File: config.mk
export PLATFORM = sky130hd
export DESIGN_NAME = detection_anchor_decode_top_flat
export DESIGN_NICKNAME = d
export VERILOG_FILES = /design/src/sv/dad_pkg.sv /design/src/sv/dad_in_if.sv /design/src/sv/dad_out_if.sv /design/src/sv/dad_cfg_if.sv /design/src/sv/detection_anchor_decode_top.sv /design/src/flat_wrapper.sv
export SDC_FILE = /design/constraint.sdc
export NUM_CORES = 2
export LEC_CHECK = 0
export ABC_AREA = 1
export BUFFER_PORTS_ARGS = -buffer_cell sky130_fd_sc_hd__buf_4
export CAP_MARGIN = 10
export CORE_MARGIN = 2
export CORE_UTILIZATION = 58
export CTS_CLUSTER_DIAMETER = 100
export DETAILED_ROUTE_END_ITERATION = 7
export GPL_TIMING_DRIVEN = 0
export PLACE_DENSITY = 0.78
export SLEW_MARGIN = 5
export SYNTH_ARGS = -nofsm -noshare
export SYNTH_HDL_FRONTEND = slang
export SYNTH_SLANG_ARGS = --single-unit
File: constraint.sdc
create_clock -name clk_i -period 7.9 [get_ports clk_i]
set_input_delay 0 -clock clk_i [delete_from_list [all_inputs] [get_ports clk_i]]
set_output_delay 0 -clock clk_i [all_outputs]
set_load 0.02 [all_outputs]
File: src/sv/dad_pkg.sv
package dad_pkg;

  localparam int unsigned MaxClasses = 128;
  localparam int unsigned CntW       = $clog2(MaxClasses + 1);
  localparam int unsigned LabelW     = 7;
  localparam int unsigned CoordW     = 16;
  localparam int unsigned ScoreW     = 16;
  localparam int unsigned GainW      = 16;
  localparam int unsigned CfgIdxW    = 2;
  localparam int unsigned CfgDataW   = 16;
  // twice-center +/- size, signed
  localparam int unsigned TwiceW     = CoordW + 3;
  localparam int unsigned ProdW      = (TwiceW - 1) + GainW;
  localparam int unsigned GainShift  = 13;

  localparam logic [ScoreW-1:0] ThresholdRst = ScoreW'(32768);
  localparam logic [GainW-1:0]  GainRst      = GainW'(4096);
  localparam logic [CoordW-1:0] ImgWidthRst  = CoordW'(10240);
  localparam logic [CoordW-1:0] ImgHeightRst = CoordW'(7680);

  typedef enum logic [CfgIdxW-1:0] {
    CfgThreshold = 2'd0,
    CfgGain      = 2'd1,
    CfgImgWidth  = 2'd2,
    CfgImgHeight = 2'd3
  } cfg_idx_e;

  typedef enum logic {
    ActBox   = 1'b0,
    ActScore = 1'b1
  } action_e;

  typedef struct packed {
    logic              action;
    logic [CoordW-1:0] center_x;
    logic [CoordW-1:0] center_y;
    logic [CoordW-1:0] box_width;
    logic [CoordW-1:0] box_height;
    logic [ScoreW-1:0] class_score;
    logic              last_class;
  } in_t;

  // Scale a doubled Q12.5 coordinate by a Q4.12 gain back to Q12.4, clamp to [0, bound].
  function automatic logic [CoordW-1:0] corner(input logic signed [TwiceW-1:0] twice,
                                               input logic [GainW-1:0] gain,
                                               input logic [CoordW-1:0] bound);
    logic [ProdW-1:0]           prod;
    logic [ProdW-GainShift-1:0] scaled;
    logic [CoordW-1:0]          res;
    prod   = ProdW'(twice[TwiceW-2:0]) * ProdW'(gain);
    scaled = prod[ProdW-1:GainShift];
    if (twice <= 0) begin
      res = '0;
    end else if (scaled > (ProdW-GainShift)'(bound)) begin
      res = bound;
    end else begin
      res = scaled[CoordW-1:0];
    end
    return res;
  endfunction

endpackage

File: src/sv/dad_in_if.sv
interface dad_in_if;
  import dad_pkg::*;

  logic              valid;
  logic              ready;
  logic              action;
  logic [CoordW-1:0] center_x;
  logic [CoordW-1:0] center_y;
  logic [CoordW-1:0] box_width;
  logic [CoordW-1:0] box_height;
  logic [ScoreW-1:0] class_score;
  logic              last_class;

  modport source (output valid, action, center_x, center_y, box_width, box_height,
                  class_score, last_class, input ready);
  modport sink (input valid, action, center_x, center_y, box_width, box_height,
                class_score, last_class, output ready);
endinterface

File: src/sv/dad_out_if.sv
interface dad_out_if;
  import dad_pkg::*;

  logic              valid;
  logic              ready;
  logic [LabelW-1:0] label;
  logic [ScoreW-1:0] best_score;
  logic [CoordW-1:0] left;
  logic [CoordW-1:0] top;
  logic [CoordW-1:0] right;
  logic [CoordW-1:0] bottom;

  modport source (output valid, label, best_score, left, top, right, bottom, input ready);
  modport sink (input valid, label, best_score, left, top, right, bottom, output ready);
endinterface

File: src/sv/dad_cfg_if.sv
interface dad_cfg_if;
  import dad_pkg::*;

  logic                valid;
  logic                ready;
  logic [CfgIdxW-1:0]  index;
  logic [CfgDataW-1:0] data;

  modport source (output valid, index, data, input ready);
  modport sink (input valid, index, data, output ready);
endinterface

File: src/sv/detection_anchor_decode_top.sv
// Path: the last class score of an anchor passes through the input register and
//   then the result register before its result is valid.
// Throughput: one item per cycle; the input stage stalls only while a finished
//   result is held because the sink is not ready.
// Reset: asynchronous, active low; the anchor store clears to zero and the
//   registers return to threshold 0.5, gain 1.0, bounds 640 x 480.
module detection_anchor_decode_top (
  input  logic      clk_i,
  input  logic      rst_ni,
  dad_in_if.sink    in_i,
  dad_out_if.source out_o,
  dad_cfg_if.sink   cfg_i
);
  import dad_pkg::*;

  // configuration
  logic [ScoreW-1:0] thr_q;
  logic [GainW-1:0]  gain_q;
  logic [CoordW-1:0] img_w_q, img_h_q;

  // input register
  logic s0_valid_q;
  in_t  s0_q;

  // anchor store
  logic [CoordW-1:0] cx_q, cy_q, bw_q, bh_q;
  logic [ScoreW-1:0] best_q;
  logic [LabelW-1:0] label_q;
  logic [CntW-1:0]   cnt_q;

  // result register
  logic              out_valid_q;
  logic [LabelW-1:0] out_label_q;
  logic [ScoreW-1:0] out_score_q;
  logic [CoordW-1:0] out_left_q, out_top_q, out_right_q, out_bottom_q;

  logic              take, upd, is_score, is_last, emit, adv, in_fire;
  logic [ScoreW-1:0] best_d;
  logic [LabelW-1:0] label_d;
  logic [CntW-1:0]   cnt_d;
  logic signed [TwiceW-1:0] tw_l, tw_t, tw_r, tw_b;
  logic [CoordW-1:0] left_d, top_d, right_d, bottom_d;

  assign cfg_i.ready = 1'b1;

  always_ff @(posedge clk_i or negedge rst_ni) begin
    if (!rst_ni) begin
      thr_q   <= ThresholdRst;
      gain_q  <= GainRst;
      img_w_q <= ImgWidthRst;
      img_h_q <= ImgHeightRst;
    end else if (cfg_i.valid) begin
      case (cfg_idx_e'(cfg_i.index))
        CfgThreshold: thr_q   <= cfg_i.data;
        CfgGain:      gain_q  <= cfg_i.data;
        CfgImgWidth:  img_w_q <= cfg_i.data;
        CfgImgHeight: img_h_q <= cfg_i.data;
        default: ;
      endcase
    end
  end

  // running arg-max; ties keep the earlier class
  always_comb begin
    is_score = (action_e'(s0_q.action) == ActScore);
    is_last  = is_score && s0_q.last_class;
    take     = cnt_q < CntW'(MaxClasses);
    upd      = take && ((cnt_q == '0) || (s0_q.class_score > best_q));
    best_d   = upd ? s0_q.class_score : best_q;
    label_d  = upd ? LabelW'(cnt_q) : label_q;
    cnt_d    = take ? cnt_q + CntW'(1) : cnt_q;
    emit     = s0_valid_q && is_last && (best_d > thr_q);
  end

  always_comb begin
    tw_l = $signed({2'b00, cx_q, 1'b0}) - $signed({3'b000, bw_q});
    tw_r = $signed({2'b00, cx_q, 1'b0}) + $signed({3'b000, bw_q});
    tw_t = $signed({2'b00, cy_q, 1'b0}) - $signed({3'b000, bh_q});
    tw_b = $signed({2'b00, cy_q, 1'b0}) + $signed({3'b000, bh_q});
    left_d   = corner(tw_l, gain_q, img_w_q);
    right_d  = corner(tw_r, gain_q, img_w_q);
    top_d    = corner(tw_t, gain_q, img_h_q);
    bottom_d = corner(tw_b, gain_q, img_h_q);
  end

  // hold the input stage only when its result has nowhere to go
  assign adv        = s0_valid_q && (!emit || !out_valid_q || out_o.ready);
  assign in_i.ready = !s0_valid_q || adv;
  assign in_fire    = in_i.valid && in_i.ready;

  always_ff @(posedge clk_i or negedge rst_ni) begin
    if (!rst_ni) begin
      s0_valid_q <= 1'b0;
    end else if (in_i.ready) begin
      s0_valid_q <= in_i.valid;
    end
  end

  always_ff @(posedge clk_i) begin
    if (in_fire) begin
      s0_q.action      <= in_i.action;
      s0_q.center_x    <= in_i.center_x;
      s0_q.center_y    <= in_i.center_y;
      s0_q.box_width   <= in_i.box_width;
      s0_q.box_height  <= in_i.box_height;
      s0_q.class_score <= in_i.class_score;
      s0_q.last_class  <= in_i.last_class;
    end
  end

  always_ff @(posedge clk_i or negedge rst_ni) begin
    if (!rst_ni) begin
      cx_q    <= '0;
      cy_q    <= '0;
      bw_q    <= '0;
      bh_q    <= '0;
      best_q  <= '0;
      label_q <= '0;
      cnt_q   <= '0;
    end else if (adv) begin
      if (!is_score) begin
        cx_q    <= s0_q.center_x;
        cy_q    <= s0_q.center_y;
        bw_q    <= s0_q.box_width;
        bh_q    <= s0_q.box_height;
        best_q  <= '0;
        label_q <= '0;
        cnt_q   <= '0;
      end else if (is_last) begin
        // anchor done: drop the whole store
        cx_q    <= '0;
        cy_q    <= '0;
        bw_q    <= '0;
        bh_q    <= '0;
        best_q  <= '0;
        label_q <= '0;
        cnt_q   <= '0;
      end else begin
        best_q  <= best_d;
        label_q <= label_d;
        cnt_q   <= cnt_d;
      end
    end
  end

  always_ff @(posedge clk_i or negedge rst_ni) begin
    if (!rst_ni) begin
      out_valid_q <= 1'b0;
    end else if (adv && emit) begin
      out_valid_q <= 1'b1;
    end else if (out_o.ready) begin
      out_valid_q <= 1'b0;
    end
  end

  always_ff @(posedge clk_i) begin
    if (adv && emit) begin
      out_label_q  <= label_d;
      out_score_q  <= best_d;
      out_left_q   <= left_d;
      out_top_q    <= top_d;
      out_right_q  <= right_d;
      out_bottom_q <= bottom_d;
    end
  end

  assign out_o.valid      = out_valid_q;
  assign out_o.label      = out_label_q;
  assign out_o.best_score = out_score_q;
  assign out_o.left       = out_left_q;
  assign out_o.top        = out_top_q;
  assign out_o.right      = out_right_q;
  assign out_o.bottom     = out_bottom_q;

  a_cnt_bound: assert property (@(posedge clk_i) disable iff (!rst_ni)
    cnt_q <= CntW'(MaxClasses))
    else $error("class count past limit");

  a_clear_after_last: assert property (@(posedge clk_i) disable iff (!rst_ni)
    adv && is_last |=> (cnt_q == '0) && (best_q == '0) && (cx_q == '0) && (bw_q == '0))
    else $error("store not cleared after last class");

  a_emit_loads: assert property (@(posedge clk_i) disable iff (!rst_ni)
    adv && emit |=> out_valid_q && (out_score_q > $past(thr_q)))
    else $error("result not loaded or below threshold");

  a_corner_order: assert property (@(posedge clk_i) disable iff (!rst_ni)
    out_valid_q |-> (out_left_q <= out_right_q) && (out_top_q <= out_bottom_q))
    else $error("corners out of order");

  a_stall_cause: assert property (@(posedge clk_i) disable iff (!rst_ni)
    s0_valid_q && !adv |-> emit && out_valid_q && !out_o.ready)
    else $error("input stage held without a blocked result");

endmodule

File: src/flat_wrapper.sv
// flat-port wrapper written by rule: the top's interface ports become plain ports
module detection_anchor_decode_top_flat import dad_pkg::*;
  (clk_i, rst_ni, in_i_valid, in_i_action, in_i_center_x, in_i_center_y, in_i_box_width, in_i_box_height, in_i_class_score, in_i_last_class, in_i_ready, out_o_valid, out_o_label, out_o_best_score, out_o_left, out_o_top, out_o_right, out_o_bottom, out_o_ready, cfg_i_valid, cfg_i_index, cfg_i_data, cfg_i_ready);
  dad_in_if in_i_i ();
  dad_out_if out_o_i ();
  dad_cfg_if cfg_i_i ();
  input  logic clk_i;
  input  logic rst_ni;
  input wire logic [$bits(in_i_i.valid)-1:0] in_i_valid;
  input wire logic [$bits(in_i_i.action)-1:0] in_i_action;
  input wire logic [$bits(in_i_i.center_x)-1:0] in_i_center_x;
  input wire logic [$bits(in_i_i.center_y)-1:0] in_i_center_y;
  input wire logic [$bits(in_i_i.box_width)-1:0] in_i_box_width;
  input wire logic [$bits(in_i_i.box_height)-1:0] in_i_box_height;
  input wire logic [$bits(in_i_i.class_score)-1:0] in_i_class_score;
  input wire logic [$bits(in_i_i.last_class)-1:0] in_i_last_class;
  output wire logic [$bits(in_i_i.ready)-1:0] in_i_ready;
  output wire logic [$bits(out_o_i.valid)-1:0] out_o_valid;
  output wire logic [$bits(out_o_i.label)-1:0] out_o_label;
  output wire logic [$bits(out_o_i.best_score)-1:0] out_o_best_score;
  output wire logic [$bits(out_o_i.left)-1:0] out_o_left;
  output wire logic [$bits(out_o_i.top)-1:0] out_o_top;
  output wire logic [$bits(out_o_i.right)-1:0] out_o_right;
  output wire logic [$bits(out_o_i.bottom)-1:0] out_o_bottom;
  input wire logic [$bits(out_o_i.ready)-1:0] out_o_ready;
  input wire logic [$bits(cfg_i_i.valid)-1:0] cfg_i_valid;
  input wire logic [$bits(cfg_i_i.index)-1:0] cfg_i_index;
  input wire logic [$bits(cfg_i_i.data)-1:0] cfg_i_data;
  output wire logic [$bits(cfg_i_i.ready)-1:0] cfg_i_ready;
  assign in_i_i.valid = in_i_valid;
  assign in_i_i.action = in_i_action;
  assign in_i_i.center_x = in_i_center_x;
  assign in_i_i.center_y = in_i_center_y;
  assign in_i_i.box_width = in_i_box_width;
  assign in_i_i.box_height = in_i_box_height;
  assign in_i_i.class_score = in_i_class_score;
  assign in_i_i.last_class = in_i_last_class;
  assign in_i_ready = in_i_i.ready;
  assign out_o_valid = out_o_i.valid;
  assign out_o_label = out_o_i.label;
  assign out_o_best_score = out_o_i.best_score;
  assign out_o_left = out_o_i.left;
  assign out_o_top = out_o_i.top;
  assign out_o_right = out_o_i.right;
  assign out_o_bottom = out_o_i.bottom;
  assign out_o_i.ready = out_o_ready;
  assign cfg_i_i.valid = cfg_i_valid;
  assign cfg_i_i.index = cfg_i_index;
  assign cfg_i_i.data = cfg_i_data;
  assign cfg_i_ready = cfg_i_i.ready;
  detection_anchor_decode_top u_core (.clk_i(clk_i), .rst_ni(rst_ni), .in_i(in_i_i), .out_o(out_o_i), .cfg_i(cfg_i_i));
endmodule
==> metrics.md <==
| Metric | Value |
|---|---|
| Area grow syn2layout | `22.8%` |
| Die Span Y | `~320 um` |
| Count of cell types in the netlist | `59` |
| Post-synth top area cell | `fa_1` |
| Post-Synthesis Cells | `roughly 7200` |
| Initial DRC Count | `between 5000 and 6000` |
| I/O pin count | `between 150 and 200` |
| Ys flop type | `edfxtp_1` |
| Pre-CTS setup slack | `-1.96 ns` |
| Slew headroom | `10.7%` |
| Finished layout cell area | `around 0.07 mm2` |
| Post-DP HPWL | `159000 um` |
| CTS tree | `yes` |
| Failing checks | `negative setup slack` |
| Longest Clk Path Bufs | `3` |
| Finished Layout Cells | `about 9200` |
| EDFF count, synth | `169` |
| Drt drc | `0` |
| Die width | `between 300 and 400 um` |
| Critical Path Source Type | `flip-flop` |
| Worst EP arrival | `just over 9 ns` |
| Yosys top cell area share | `between 30% and 40%` |
| CTS buffer count | `38` |
| Worst R2R Setup Slack | `-1.07 ns` |
| Setup repair after global routing missed its margin | `true` |
| Final wirelength | `211000 um` |
| Vias in the first global route | `54900` |
| H-tree depth | `2` |
| Drt wl/cell | `22.9 um` |
| Post-route ant nets | `0` |
| Synthesized flop and latch total | `330` |
| YS warnings | `0` |
| Crit Path Class | `flip-flop to flip-flop` |
| Most Crowded Layer GR | `met2` |
| Sequential area share after synthesis | `15.9%` |
| Fill cells | `7356` |
| Share of layout cells above drive strength 1 | `slightly below 20%` |
| Grt met3 use | `a little over a tenth` |
| Hold WS | `0.0280 ns` |
| Critical path buffers and inverters | `7` |
| Slowest stage cell, crit path | `clkdlybuf4s15_1` |
| Max-cap check violation count | `0` |
| Sink Count | `330` |
| Status | `finished with violations` |
| Clock root buffer | `clkbuf_16` |
| DR vias | `around 53000` |
| Family with the most delay on the worst path | `adder cells` |
| Port-buffer cells | `193` |
| Initial Util | `58.3%` |
| Initial antenna violation count | `12` |
| Async S/R FF share, synth | `48.8%` |
| Met2 GRT Util | `around 66%` |
| Setup violations, final | `64` |
| CORE AREA | `about 0.098 mm2` |
| Clock transition at path regs | `around 0.060 ns` |
| Final Cycle Share | `114%` |
| Vias per inst | `approximately 5.8` |
| Final Max Tran Viols | `0` |
| Worst-margin pin slew | `1.34 ns` |
| Gpl congestion | `slightly above 1` |
| Full die area | `around 0.10 mm2` |
| Clk_lat worst skew | `around 0.61 ns` |
| Max Clock Skew | `roughly 0.038 ns` |
| First-pass GRT wire length | `between 300000 and 400000 um` |
| Placed Cells | `between 8000 and 9000` |
| Synth Area per Inst | `just under 8 um2` |
| Worst EP required | `around 8.3 ns` |
| Fmax achieved | `0.111 GHz` |
| Tightest Hold Check Type | `primary input to async pin` |
| Area post-placement | `slightly above 0.06 mm2` |
| Minimum clock period | `around 9 ns` |
| Most common cell on crit path | `nand2_1` |
| GRT Overall Usage | `between 40% and 50%` |
| Slowest stage delay, CP | `0.91 ns` |
| Top cells by area, synth | `fa_1, ha_1, nand2_1, inv_1, edfxtp_1` |
| Grt ovf | `0` |
| Synthesized net count | `~8800` |
| DR pass1 iterations | `7` |
| Largest net degree at the start of global routing | `97` |
| Synth Cell Area | `between 0.05 and 0.06 mm2` |
| Fin. Hold Viols | `0` |
| Met1 GRT Util | `between 40% and 50%` |
| Final WS setup | `-1.07 ns` |
| CP endpoint kind | `flip-flop` |
| Crit-path max FO | `10` |
| Nets@finish | `about 9500` |
| Row count | `about 120` |
per-stage QoR:
| stage | TNS (ns) | utilization [%] |
|---|---|---|
| finish | -53.23 | 71.7 |
| global route | -68.39 | 71.6 |
| CTS | -35.02 | 69.1 |
| detailed placement | -113.05 | 61.6 |
| global placement | -108.58 | 61.5 |
| floorplan | 0 | - |
flip-flops by register name (all words and copies together) (netlist names), 7 cells and up:
signal                   cells
u_core.out_o.best_score     16
u_core.cnt_q                 8
u_core.img_h_q              16
u_core.bw_q                 16
u_core.label_q               7
u_core.bh_q                 16
u_core.gain_q               16
u_core.out_o.top            16
u_core.out_o.label           7
u_core.cx_q                 16
u_core.out_o.bottom         16
u_core.s0_q                 81
u_core.out_o.left           16
u_core.img_w_q              16
u_core.cy_q                 16
u_core.thr_q                16
u_core.out_o.right          16
u_core.best_q               16
what timing repair did:
item	4_1_cts	5_1_grt
resized for setup	714	388
cloned	5	2
pin swaps	236	260
setup buffers	234	122
hold endpoints to repair	323	0
hold buffers	108	0
endpoints found under the setup margin	64	64
routing by layer:
layer  vias up  part of all wire (%)
li1      23200                     -
met1     25900                    34
met2      3192                    46
met3      1080                    10
met4         8                    10
met5         -                 0.032
path summary, 6_finish.rpt:
| check | start | end | depth (start not counted) |
|---|---|---|---|
| max | u_core.gain_q[13] | u_core.out_o.top[11] | 38 |
| min | rst_ni | u_core.img_h_q[11] | 2 |
| max reg2reg | u_core.gain_q[13] | u_core.out_o.top[11] | 38 |
| min reg2reg | u_core.best_q[15] | u_core.best_q[15] | 2 |
| max in group asynchronous | rst_ni | u_core.gain_q[15] | 3 |
| min in group clk_i | in_i_class_score[0] | u_core.s0_q[1] | 2 |
layout make-up:
type / count / area, um2 / share of cell area (%)
plain buffers: 210 / 1300 / 1.85
clock buffers: 53 / 1120 / 1.59
repair buffers: 660 / 5690 / 8.10
diodes: 11 / 27.5 / 0.0392
well taps: 1287 / 1610 / 2.29
clock inverters: 17 / 215 / 0.307
flip-flops and latches: 330 / 9120 / 13.0
multi-input cells: 5117 / 45000 / 64.1
repair inverters: 2 / 11.3 / 0.0160
inverters: 1554 / 6090 / 8.68
synthesized netlist by cell type (all sizes together), types with 2 or more instances:
master and number:
nand2 1840, nand3b 24, a21oi 297, o21bai 26, nand3 262, nor4 12
xnor2 22, and3 4, a211oi 2, inv 1518, fa 888, dfrtp 153
a21boi 7, clkinv 36, xor2 59, buf 65, a31oi 4, nor3b 2
nand4 37, nor3 35, o21a 10, and2 25, ha 572, or2 4
a21o 9, clkbuf 159, nor2 748, o211ai 4, edfxtp 169, o21ai 213
a31o 4, dfstp 8
cell families after synthesis:
logic type | Yosys count | share of synthesized area, %
xor+xnor | 81 | 1.46
simple gates | 2993 | 21.3
compound gates | 582 | 5.66
flops | 330 | 15.9
other cells | 1 | 0.00656
fa+ha+maj | 1460 | 43.6
buf+inv | 1778 | 12.0
placed cells by master (no fill, tap or decap), drive strengths merged, types with 107 or more instances in the layout:
cell type	Yosys	routed
clkbuf	159	192
dlygate4sd3	0	107
edfxtp	169	169
fa	888	888
a21oi	297	297
nor2	748	748
dfrtp	153	153
inv	1518	1516
nand2	1840	1840
o21ai	213	213
buf	65	618
ha	572	572
nand3	262	262
Power is not shown: default switching activity piles up to over one toggle a cycle in this logic, so the estimate is an artifact.
